**config.mk**
```make
export PLATFORM = sky130hd
export DESIGN_NAME = bppt_ctrl
export DESIGN_NICKNAME = d
export VERILOG_FILES = /design/src/basin_pour_point_table_core_assert.svh /design/src/bppt_pkg.sv /design/src/bppt_ctrl.sv
export SDC_FILE = /design/constraint.sdc
export NUM_CORES = 1
export LEC_CHECK = 0
export BUFFER_PORTS_ARGS = -buffer_cell sky130_fd_sc_hd__buf_2
export CAP_MARGIN = 0
export CORE_MARGIN = 4
export CORE_UTILIZATION = 33
export CTS_CLUSTER_DIAMETER = 100
export CTS_CLUSTER_SIZE = 14
export DETAILED_ROUTE_END_ITERATION = 10
export PLACE_DENSITY = 0.76
export SYNTH_ARGS = -nofsm -noshare
export SYNTH_HDL_FRONTEND = slang
export SYNTH_SLANG_ARGS = --single-unit
```
**constraint.sdc**
```tcl
create_clock -name clk -period 1.5 [get_ports clk]
set_input_delay 0.075 -clock clk [delete_from_list [all_inputs] [get_ports clk]]
set_output_delay 0.075 -clock clk [all_outputs]
set_load 0.005 [all_outputs]
```
**src/basin_pour_point_table_core_assert.svh**
```systemverilog
// Assertion macros of the pour point table RTL.
`ifndef BASIN_POUR_POINT_TABLE_CORE_ASSERT_SVH
`define BASIN_POUR_POINT_TABLE_CORE_ASSERT_SVH

// Same-cycle implication, sampled on clk, off during reset.
`define BPPT_ASSERT_IMP(lbl, ante, cons, msg) \
  lbl: assert property (@(posedge clk) disable iff (!rst_n) (ante) |-> (cons)) else $error(msg);

// Next-cycle implication, sampled on clk, off during reset.
`define BPPT_ASSERT_NXT(lbl, ante, cons, msg) \
  lbl: assert property (@(posedge clk) disable iff (!rst_n) (ante) |=> (cons)) else $error(msg);

`endif

```
**src/bppt_pkg.sv**
```systemverilog
// Shared types, constants and state codes of the pour point table.
package bppt_pkg;

  localparam int MAX_WIDTH   = 4096;
  localparam int TABLE_DEPTH = 2048;

  localparam int COL_W  = $clog2(MAX_WIDTH);        // line store address
  localparam int CNT_W  = $clog2(MAX_WIDTH + 1);    // column counter, holds the width
  localparam int TBL_AW = $clog2(TABLE_DEPTH);      // table address
  localparam int TCNT_W = $clog2(TABLE_DEPTH + 1);  // fill count
  localparam int PIX_W  = 48;                       // label + elevation

  localparam logic KIND_PIXEL = 1'b0;
  localparam logic KIND_READ  = 1'b1;

  localparam logic REG_LINE_WIDTH = 1'b0;
  localparam logic REG_LINE_COUNT = 1'b1;

  typedef struct packed {
    logic               kind;
    logic signed [15:0] basin_label;
    logic signed [31:0] elevation;
    logic [10:0]        entry_index;
  } in_item_t;

  typedef struct packed {
    logic               entry_valid;
    logic signed [15:0] small_label;
    logic signed [15:0] big_label;
    logic signed [31:0] small_side_elev;
    logic signed [31:0] big_side_elev;
    logic [15:0]        entry_line;
    logic [11:0]        entry_count;
    logic               overflow;
    logic               scan_done;
  } out_item_t;

  typedef struct packed {
    logic signed [15:0] lo;
    logic signed [15:0] hi;
    logic signed [31:0] se;
    logic signed [31:0] be;
    logic [15:0]        line;
  } pair_t;

  typedef struct packed {
    logic clr_step;
    logic take_pix;
    logic take_rd;
    logic out_load;
    logic scan_start;
    logic col_rd;
    logic col_shift;
    logic col_next;
    logic upd_start;
    logic upd_next;
    logic srch_start;
    logic srch_rd;
    logic srch_next;
    logic tbl_wr;
    logic set_full;
  } cmd_t;

  typedef struct packed {
    logic              clr_done;
    logic              scan_pend;
    logic              center_hit;
    logic              col_last;
    logic              k_skip;
    logic              k_last;
    logic              full;
    logic              srch_end;
    logic              srch_match;
    logic              better;
    logic              room;
    logic              out_free;
    logic [TCNT_W-1:0] total;
  } stat_t;

  typedef enum logic [3:0] {
    ST_CLR,
    ST_IDLE,
    ST_TBL_OUT,
    ST_SCAN_START,
    ST_COL_RD,
    ST_COL_SH,
    ST_COL_EVAL,
    ST_COL_NEXT,
    ST_UPD,
    ST_SRCH,
    ST_SRCH_CMP,
    ST_UPD_NEXT
  } st_t;

endpackage

```
**src/bppt_ctrl.sv**
```systemverilog
// Sequencer: line store clear, item intake, window sweep and pair table search.
module bppt_ctrl (
  input  logic            clk,
  input  logic            rst_n,
  input  logic            in_valid,
  input  logic            in_kind,
  input  bppt_pkg::stat_t stat,
  output bppt_pkg::cmd_t  cmd,
  output logic            in_stall
);
  import bppt_pkg::*;

  st_t state_r, state_nxt;

  always_ff @(posedge clk) begin
    if (!rst_n) state_r <= ST_CLR;
    else        state_r <= state_nxt;
  end

  always_comb begin
    state_nxt = state_r;
    cmd       = '0;
    in_stall  = 1'b1;
    case (state_r)
      ST_CLR: begin
        cmd.clr_step = 1'b1;
        if (stat.clr_done) state_nxt = ST_IDLE;
      end
      ST_IDLE: begin
        in_stall = 1'b0;
        if (in_valid) begin
          if (in_kind == KIND_READ) begin
            cmd.take_rd = 1'b1;
            state_nxt   = ST_TBL_OUT;
          end else begin
            cmd.take_pix = 1'b1;
            state_nxt    = ST_SCAN_START;
          end
        end
      end
      ST_TBL_OUT: begin
        if (stat.out_free) begin
          cmd.out_load = 1'b1;
          state_nxt    = ST_IDLE;
        end
      end
      ST_SCAN_START: begin
        if (stat.scan_pend) begin
          cmd.scan_start = 1'b1;
          state_nxt      = ST_COL_RD;
        end else begin
          state_nxt = ST_IDLE;
        end
      end
      ST_COL_RD: begin
        cmd.col_rd = 1'b1;
        state_nxt  = ST_COL_SH;
      end
      ST_COL_SH: begin
        cmd.col_shift = 1'b1;
        state_nxt     = ST_COL_EVAL;
      end
      ST_COL_EVAL: begin
        if (stat.center_hit && !stat.full) begin
          cmd.upd_start = 1'b1;
          state_nxt     = ST_UPD;
        end else begin
          state_nxt = ST_COL_NEXT;
        end
      end
      ST_COL_NEXT: begin
        if (stat.col_last) begin
          state_nxt = ST_SCAN_START;
        end else begin
          cmd.col_next = 1'b1;
          state_nxt    = ST_COL_RD;
        end
      end
      ST_UPD: begin
        if (stat.full) begin
          state_nxt = ST_COL_NEXT;
        end else if (stat.k_skip) begin
          state_nxt = ST_UPD_NEXT;
        end else begin
          cmd.srch_start = 1'b1;
          state_nxt      = ST_SRCH;
        end
      end
      ST_SRCH: begin
        if (stat.srch_end) begin
          if (stat.room) cmd.tbl_wr   = 1'b1;
          else           cmd.set_full = 1'b1;
          state_nxt = ST_UPD_NEXT;
        end else begin
          cmd.srch_rd = 1'b1;
          state_nxt   = ST_SRCH_CMP;
        end
      end
      ST_SRCH_CMP: begin
        if (stat.srch_match) begin
          if (stat.better) cmd.tbl_wr = 1'b1;
          state_nxt = ST_UPD_NEXT;
        end else begin
          cmd.srch_next = 1'b1;
          state_nxt     = ST_SRCH;
        end
      end
      ST_UPD_NEXT: begin
        if (stat.k_last) begin
          state_nxt = ST_COL_NEXT;
        end else begin
          cmd.upd_next = 1'b1;
          state_nxt    = ST_UPD;
        end
      end
      default: begin
        state_nxt = ST_IDLE;
      end
    endcase
  end

endmodule

```
Word-level counts from Yosys, hierarchy flattened
Cells that the tools add are included.
{"block": "word_totals", "mem_count": 0, "ram_bits": 0, "out_inout_bits": 16, "latch_bits": 0, "in_bits": 28, "reg_bits": 4, "wordCells": 64, "rom_bits": 0}
{"block": "op_classes", "n_mul": 0, "n_reduce_logical": 4, "add_sub_neg": 0, "eq_ne": 14, "div_mod_pow": 0, "shift": 0, "muxes": 45, "order_cmp": 0, "bitwise": 0}
{"operator": "4-bit case mux with 12 select lines", "n": 1}
{"operator": "1-bit 2-to-1 mux", "n": 30}
{"operator": "4-bit 2-to-1 mux", "n": 6}
{"operator": "4-bit by 3-bit equality test with 1-bit output, second input constant", "n": 4}
{"operator": "4-bit equality test, second input constant", "n": 4}
{"operator": "2-bit 2-to-1 mux", "n": 5}
{"operator": "4-bit by 2-bit equality test with 1-bit output, second input constant", "n": 2}
{"operator": "3-bit 2-to-1 mux", "n": 2}
{"operator": "2-bit != test, second input constant", "n": 3}
{"operator": "4-bit by 1-bit equality test with 1-bit output, second input constant", "n": 1}
{"operator": "4-bit zero test", "n": 1}
{"operator": "3-bit AND reduction", "n": 1}
{"operator": "1-bit case mux with 2 select lines", "n": 1}
{"operator": "1-bit logical AND", "n": 1}
{"operator": "1-bit zero test", "n": 1}

Logic depth before layout (Yosys ltp)
Gate-level depths: netlist of run 1.
{"block": "logic_depth", "depth_word": 4, "mapped_depth": 6, "mapped_depth_nobuf": 4}

Least setup slack after synthesis of run 1
No wires, ideal clock.
{"block": "synth_timing", "path_type": "reg2reg", "start": "reg state_r[2]", "end": "reg state_r[1]", "required_ns": 1.430, "period_less_slack_ns": 1.275, "arrival_ns": 1.205, "path_buffers": 2, "setup_slack_ns": 0.225, "setup_time_ns": 0.070, "stages_incl_launch_ff": 7, "path_cell_list": "dfxtp_1 buf_6 nand2b_4 clkbuf_8 a2111oi_4 nor3_1 a21oi_1"}
{"block": "synth_via", "elab_chain_cells": 3, "elab_cells_between_ends": 17, "cone_classes": "eq/ne (14); mux (1); reduce/logical (2)"}
{"item": "start, declared", "line_no": "bppt_ctrl.sv:13", "text": "st_t state_r, state_nxt;"}
{"item": "start signal, assigned", "line_no": "bppt_ctrl.sv:17", "text": "else state_r <= state_nxt;"}
{"item": "4-bit by 2-bit equality test with 1-bit output (tied with other cells)", "line_no": "bppt_ctrl.sv:24", "text": "case (state_r)"}
{"item": "2-bit != test (no source line)"}
{"item": "3-bit AND reduction (no source line)"}
Several ways; a longest one is shown, not always the timed one.
A chain may end at the register's enable or synchronous reset.

==> results of run 1 <==
[repair_timing]
item	in CTS	in global routing
pin swaps	0	1
setup buffers	0	4
endpoints found under the setup margin	8	5
hold buffers	0	0
gates resized for setup	3	5
hold endpoints to repair	0	0
[kinds of logic after synthesis]
logic type / Yosys count / synth area share
multiplexers: 1 / 0.01798
AO/OA/AOI/OAI: 19 / 0.2697
buffers and inverters: 9 / 0.1101
flip-flops: 4 / 0.1438
AND/OR/NAND/NOR: 44 / 0.4584
[worst paths after layout]
path / startpoint / to / slack, ns / cells after the start
setup / recovery: state_r[0] / cmd[4] / 0.12 / 3
setup reg to reg: state_r[3] / state_r[2] / 0.15 / 4
hold reg to reg: state_r[0] / state_r[0] / 0.64 / 2
hold / removal: rst_n / state_r[0] / 0.12 / 3
[per-stage QoR]
stage	utilization	power, uW	worst slack (ns)	hold slack (ns)	area (um^2)
2_1_floorplan	-	185.4	0.2255	0.1830	556.8
3_3_place_gp	0.4570	229.2	0.1148	0.3485	704.4
3_5_place_dp	0.4570	232.3	0.07587	0.3512	704.4
4_1_cts	0.4748	368.4	0.03879	0.1056	732.0
5_1_grt	0.5065	409.0	0.006757	0.1186	780.7
6_report	0.5065	372.1	0.1152	0.1151	780.7
[power groups by stage]
| stage | combinational (uW) | clock [uW] | sequential (uW) |
|---|---|---|---|
| finish | 123 | 128 | 121 |
| global route | 137 | 150 | 122 |
| CTS | 103 | 136 | 129 |
| detailed placement | 103 | 0 | 130 |
| global placement | 101 | 0 | 128 |
| floorplan | 72.0 | 0 | 113 |
[worst reg2reg max path: stages (launching register included)]
cell and delay (ns):
dfxtp_1 0.44, nand2b_4 0.15, or3b_1 0.40, a21oi_1 0.17, o31a_1 0.14
[synthesized netlist by cell type, types with 2 or more instances]
| cell | n | area (um^2) |
|---|---|---|
| nand3_1 | 4 | 20.02 |
| nor3_1 | 7 | 35.03 |
| nor2_1 | 5 | 18.77 |
| buf_2 | 5 | 25.02 |
| nor3b_1 | 2 | 15.01 |
| o21a_1 | 2 | 15.01 |
| and4_1 | 2 | 17.52 |
| a21oi_1 | 5 | 25.02 |
| nor2b_1 | 4 | 25.02 |
| o21ai_0 | 2 | 10.01 |
| nand2_1 | 7 | 26.28 |
| dfxtp_1 | 4 | 80.08 |
| nand2b_1 | 5 | 31.28 |
| nor4_1 | 2 | 12.51 |
[final cells by class]
class	count	area, um^2	share of cell area
Multi-Input combinational cell	64	431.7	0.5529
Timing Repair Buffer	39	215.2	0.2756
Sequential cell	4	87.58	0.1122
Clock buffer	3	22.52	0.02885
Tap cell	16	20.02	0.02564
Inverter	1	3.754	0.004808
[metal layers]
metal | wire [um] | up-vias
li1 | - | 354
met1 | 634 | 310
met2 | 824 | 25
met3 | 112 | 2
met4 | 15 | 0
met5 | 0 | -
==> results.toml, run 1 <==
[power_and_ir_drop]
power_switching_uw = 109.2
vdd_drop_max_uv = 290.6
p_leak_uw = 0.0003446
swShare = 0.2934
clkPwrFrac = 0.343
comb_power_share = 0.331
power_density_mw_per_mm2 = 476.6
pwr-share-seq = 0.326
p_int_uw = 262.9

[cells_and_area]
final_cells = 127
largest_reg_flops = 4
drive_gt1_frac = 0.4775
top_regs = "state_r x4"
syn2layout_area_growth_pct = 40.22
mostFrequentLayoutCell = "buf_2"
n_antenna_cell = 0
fillers = 146
final_cell_mix = "buf_2 (31), buf_4 (8), nand2_1 (7), nor3_1 (7), a21oi_1 (5)"
nets = 141
regMostFlops = "state_r"

[global_routing]
grt.met2_usage = 0.2167
grt_pass1_vias = 636
track_usage = 0.1314
use_met3 = 0.04281
grt-ovfl-total = 0
busiest_layer = "met2"
grt_max_degree = 18
grt_antenna_before_repair = 0
grtUsageMet1 = 0.1533
grt_pass1_wl_mm = 2.642

[synthesis]
async_flop_share = 0
synth_cell_types = 35
syn_nets = 105
yosysWarnings = 0
synth_edf_count = 0
ys_ff_latch = 4
seq_area_frac_synth = 0.1438
syn_inst = 77
synth_ff_type = "dfxtp_1"
synthesis.area_um2 = 556.8
avgSynthCellArea_um2 = 7.231

[clock_network]
cts_tree = "done"
cts.sinks = 4
cts_buffers = 3
clk_latency_ns = 0.23
cts-root-buf = "clkbuf_4"
path_clk_slew_ns = 0.03
cts_max_path_buffers = 2
htreeDepth = 1

[route]
dr.pass1.iters = 4
vias_per_cell = 5.441
vias = 691
wirelength_mm = 1.587
drc = 0
drt_iter0_markers = 18
drtAntennaViolNets = 0
routedWlPerCell_um = 12.50

[sta]
finalSetupTns_ns = 0
fmax_mhz = 722.1
fin_skew_ns = 0.0004052
period_needed_ns = 1.385
drv_slew = 0
maxSlewHeadroom = 0.7745
tightest_slew_ns = 0.3356
hold_viol_final = 0
finalSetupViolCount = 0
rsz0062_at_grt = "false"
finalCritPeriodShare = 0.9232

[die]
dieArea_mm2 = 0.002408
die_y_um = 49.08
die_w_um = 49.08
ioPinCount = 44
core_area_mm2 = 0.001541
start_util = 0.3612
rows = 14

[worst_setup_path]
path_buf_inv = 1
required_ns = 1.42
crit_path_end_kind = "output port"
crit_family = "simple AND/OR/NAND/NOR gates"
crit_path_start_kind = "register"
crit_path_max_fanout = 11
setup.worst_path.class = "reg -> out"
critical-path-slowest-cell = "dfxtp_4"
crit_arrival_ns = 1.31
cp_cell_sequence = "or2_2 > nor4_2 > buf_2"
worst_path_largest_cell_delay_ns = 0.37

[placement]
dp_hpwl_mm = 1.169
io_buffers = 31
place_inst = 120
place_congestion = 0.7414

[status]
outcome = "complete, no violations"

[worst_hold_path]
min-delay-path-class = "in -> reg"

[job]
drv_cap = 0
(Power assumes the default switching activity.)
==> inputs of run 2 (changes only) <==
--- a/config.mk
+++ b/config.mk
@@ -5,14 +5,15 @@
 export SDC_FILE = /design/constraint.sdc
 export NUM_CORES = 1
 export LEC_CHECK = 0
+export ABC_CLOCK_PERIOD_IN_PS = 1500
 export BUFFER_PORTS_ARGS = -buffer_cell sky130_fd_sc_hd__buf_2
 export CAP_MARGIN = 0
 export CORE_MARGIN = 4
-export CORE_UTILIZATION = 33
+export CORE_UTILIZATION = 38
 export CTS_CLUSTER_DIAMETER = 100
 export CTS_CLUSTER_SIZE = 14
 export DETAILED_ROUTE_END_ITERATION = 10
-export PLACE_DENSITY = 0.76
+export PLACE_DENSITY = 0.85
 export SYNTH_ARGS = -nofsm -noshare
 export SYNTH_HDL_FRONTEND = slang
 export SYNTH_SLANG_ARGS = --single-unit
==> results.toml, run 2 (synthesized netlist as in run 1, its figures left out) <==
[clock_network]
post_cts.repair.setup_buffers = 0
path_clk_slew_ns = 0.04
holdBufCountCts = 0
cts_tree = "done"
cts-root-buf = "clkbuf_4"
cts_max_path_buffers = 2
htreeDepth = 1
clk_latency_ns = 0.23
cts_buffers = 3
cts.sinks = 4

[cells_and_area]
regMostFlops = "state_r"
top_regs = "state_r x4"
final_cell_mix = "buf_2 (31), nand2_1 (7), nor3_1 (7), buf_4 (7)"
fillers = 118
largest_reg_flops = 4
syn2layout_area_growth_pct = 39.55
drive_gt1_frac = 0.4775
final_cells = 126
nets = 141
fin_area_um2 = 777.0
n_antenna_cell = 0
mostFrequentLayoutCell = "buf_2"

[die]
start_util = 0.4174
core_area_mm2 = 0.001334
die_w_um = 46.28
rows = 13
dieArea_mm2 = 0.002142
die_y_um = 46.28
ioPinCount = 44

[worst_setup_path]
crit_arrival_ns = 1.39
crit_path_start_kind = "register"
r2r-start = "state_r[2]"
crit_start = "state_r[0]"
reg2reg_slack_ns = 0.22
critPathCapture = "cmd[4]"
setup.worst_path.class = "reg -> out"
crit_path_end_kind = "output port"
reg2reg_to = "state_r[2]"
rr_worst_depth = 4
required_ns = 1.42
crit_path_max_fanout = 10

[route]
wl_met2_um = 846
drt_iter0_markers = 16
routedWlPerCell_um = 12.87
drtAntennaViolNets = 0
dr_wl_met3_um = 111
vias_per_cell = 5.460
dr.max_layer_used = "met3"
dr.pass1.iters = 4
wl_met1_um = 664
wirelength_mm = 1.621
vias = 688
drc = 0

[global_routing]
grt_max_degree = 11
grt-ovfl-total = 0
grt_antenna_before_repair = 0
grt_pass1_vias = 619
grt_pass1_wl_mm = 2.477
track_usage = 0.1580

[sta]
hold_viol_final = 0
hold_ws_ns = 0.1053
period_needed_ns = 1.464
drv_slew = 0
setup_ws_ns = 0.03589
rsz0062_at_grt = "true"
finalCritPeriodShare = 0.9761
maxSlewHeadroom = 0.7857
fmax_mhz = 683.0
finalSetupViolCount = 0
fin_skew_ns = 0.001658
tightest_slew_ns = 0.3189

[job]
drv_cap = 0

[worst_hold_path]
min-delay-path-class = "in -> reg"

[placement]
place_ws_ns = 0.1637
dp_hpwl_mm = 1.296
io_buffers = 31
place_congestion = 0.8168
place_inst = 123
placedInstanceArea_um2 = 733.2

[power_and_ir_drop]
p_leak_uw = 0.0003430
power_density_mw_per_mm2 = 479.1
vdd_drop_max_uv = 308.2

[status]
outcome = "complete, no violations"
-- run 2: cell counts in the layout (fill, tap and decap cells not counted) --
Identical to the previous run, type by type.
-- run 2: worst min-delay path by stage --
stage	startpoint	to	slack, ns	depth (start not counted)
2_1_floorplan	in_kind	cmd[13]	0.18	1
3_3_place_gp	rst_n	state_r[3]	0.34	2
3_5_place_dp	rst_n	state_r[3]	0.35	2
4_1_cts	rst_n	state_r[1]	0.1	3
5_1_grt	rst_n	state_r[2]	0.11	2
6_report	rst_n	state_r[3]	0.11	2
-- run 2: cell type report --
| cell class | instances | area, um^2 | area share |
|---|---|---|---|
| flip-flops and latches | 4 | 83.83 | 0.1079 |
| clock buffers | 3 | 22.52 | 0.02899 |
| inverters | 1 | 3.754 | 0.004831 |
| repair buffers | 39 | 219.0 | 0.2818 |
| multi-input cells | 64 | 429.2 | 0.5523 |
| well taps | 15 | 18.77 | 0.02415 |
-- run 2: stage by stage --
step                  util  power, uW  TNS (ns)
finish              0.5826      372.3         0
global placement    0.5497      234.5         0
floorplan                -      185.4         0
CTS                 0.5779      381.3         0
detailed placement  0.5497      238.3         0
global route        0.5826      398.2  -0.01453
-- run 2: power breakdown --
group | switching, uW | total (uW) | internal, uW
Combinational | 62.0 | 123 | 61.3
Sequential | 7.95 | 120 | 112
Clock | 39.9 | 129 | 89.2
-- run 2: metal layers --
| metal | global-route usage | up-vias |
|---|---|---|
| li1 | - | 352 |
| met1 | 0.1839 | 315 |
| met2 | 0.2802 | 21 |
| met3 | 0.01172 | 0 |
| met4 | 0.08523 | 0 |
| met5 | 0 | - |
-- run 2: critical path, cell delays in order (launching register included) --
cell and delay, ns:
dfxtp_2 0.34, buf_6 0.15, or2_2 0.32, nor4_2 0.20, buf_2 0.15
-- run 2: timing repair --
item,4_1_cts,5_1_grt
gates cloned,0,0
hold endpoints to repair,0,0
setup endpoints to repair,2,3
gates resized for setup,5,2
==> inputs of run 3 (changes only) <==
--- a/config.mk
+++ b/config.mk
@@ -9,11 +9,11 @@
 export BUFFER_PORTS_ARGS = -buffer_cell sky130_fd_sc_hd__buf_2
 export CAP_MARGIN = 0
 export CORE_MARGIN = 4
-export CORE_UTILIZATION = 38
+export CORE_UTILIZATION = 34
 export CTS_CLUSTER_DIAMETER = 100
 export CTS_CLUSTER_SIZE = 14
 export DETAILED_ROUTE_END_ITERATION = 10
-export PLACE_DENSITY = 0.85
+export PLACE_DENSITY = 0.78
 export SYNTH_ARGS = -nofsm -noshare
 export SYNTH_HDL_FRONTEND = slang
 export SYNTH_SLANG_ARGS = --single-unit
==> results.toml, run 3 (synthesized netlist as in run 1, its figures left out) <==
[status]
outcome = "complete, no violations"

[clock_network]
cts.sinks = 4
htreeDepth = 1
cts-root-buf = "clkbuf_4"
cts_buffers = 3
path_clk_slew_ns = 0.04
post_cts.repair.setup_buffers = 0
cts_tree = "done"
cts_max_path_buffers = 2
clk_latency_ns = 0.23

[placement]
io_buffers = 31
place_congestion = 0.7471
dp_hpwl_mm = 1.251
placedInstanceArea_um2 = 719.4

[global_routing]
grt_pass1_vias = 591
grt-ovfl-total = 0
grt_antenna_before_repair = 0
track_usage = 0.1268
grt_max_degree = 19
grt_pass1_wl_mm = 2.580

[cells_and_area]
drive_gt1_frac = 0.4679
fillers = 147
syn2layout_area_growth_pct = 36.85
mostFrequentLayoutCell = "buf_2"
nets = 139
regMostFlops = "state_r"
fin_area_um2 = 762.0
largest_reg_flops = 4
seq_area_um2 = 85.08
top_regs = "state_r x4"
n_antenna_cell = 0
final_cell_mix = "buf_2 (31), nand2_1 (7), nor3_1 (7)"
multi_input_area_um2 = 430.4

[route]
drt_iter0_markers = 16
routedWlPerCell_um = 12.40
drtAntennaViolNets = 0
vias_per_cell = 5.360
wirelength_mm = 1.550
vias = 670
dr.pass1.iters = 4
drc = 0

[die]
rows = 14
ioPinCount = 44
core_area_mm2 = 0.001524
die_y_um = 48.47
start_util = 0.3654
die_w_um = 48.47
dieArea_mm2 = 0.002349

[power_and_ir_drop]
p_leak_uw = 0.0003329
power_density_mw_per_mm2 = 476.4
vdd_drop_max_uv = 387.6

[worst_setup_path]
setup.worst_path.class = "reg -> out"
crit_path_start_kind = "register"
required_ns = 1.42
crit_path_max_fanout = 18
crit_arrival_ns = 1.33
crit_path_end_kind = "output port"

[job]
drv_cap = 0

[sta]
fin_skew_ns = 0.002912
drv_slew = 0
finalSetupViolCount = 0
finalSetupTns_ns = 0
tightest_slew_ns = 0.3132
fmax_mhz = 710.3
period_needed_ns = 1.408
hold_ws_ns = 0.1093
hold_viol_final = 0
finalCritPeriodShare = 0.9385
rsz0062_at_grt = "false"
maxSlewHeadroom = 0.7896

[worst_hold_path]
min-delay-path-class = "in -> reg"
[run 3: changes by cell type in the layout (fill, tap and decap cells not counted), sizes merged]
cell / previous run / this run
buf: 39 / 37
[run 3: power breakdown]
group / internal, uW / switching, uW / leakage, uW / total, uW
Combinational: 52.6 / 48.7 / 0.000286 / 101
Sequential: 112 / 16.9 / 0.0000336 / 129
Clock: 89.5 / 43.5 / 0.0000138 / 133
Total: 254 / 109 / 0.000333 / 363
[run 3: stage by stage]
step | instances | total power [uW] | util | setup slack (ns)
6_report | 125 | 363.0 | 0.5000 | 0.09223
5_1_grt | 125 | 390.9 | 0.5000 | 0.008410
4_1_cts | 125 | 363.7 | 0.4893 | 0.02768
3_5_place_dp | 122 | 229.3 | 0.4721 | 0.04286
3_3_place_gp | 122 | 226.7 | 0.4721 | 0.08998
2_1_floorplan | 77 | 185.4 | - | 0.2255
[run 3: path summary, 6_finish.rpt]
check / from / endpoint / slack, ns / cells after the start
worst max-delay path: state_r[0] / cmd[4] / 0.09 / 3
worst max register to register: state_r[3] / state_r[2] / 0.16 / 4
worst min register to register: state_r[0] / state_r[0] / 0.64 / 2
worst min-delay path: rst_n / state_r[3] / 0.11 / 2
[run 3: routing by layer]
layer,wire length (um),share of wire,global-route usage
met4,0,0,0.01345
met3,62,0.040,0.03988
met2,833,0.54,0.2261
met5,0,0,0
met1,654,0.42,0.1517
[run 3: area by class of cell]
| cell class | instances | share of cell area |
|---|---|---|
| timing repair buffer | 37 | 0.2627 |
| tap | 16 | 0.02627 |
| sequential | 4 | 0.1117 |
| clock buffer | 3 | 0.02956 |
| multi-input combinational | 64 | 0.5649 |
| inverter | 1 | 0.004926 |
[run 3: worst max-delay path, stage by stage (launching register included)]
cell,delay [ns]
dfxtp_4,0.40
or2_2,0.33
nor4_1,0.22
buf_2,0.15
[run 3: what timing repair did]
| action | CTS | global route |
|---|---|---|
| hold buffers | 0 | 0 |
| resized for setup | 2 | 5 |
| endpoints found under the hold margin | 0 | 0 |
| endpoints found under the setup margin | 6 | 5 |
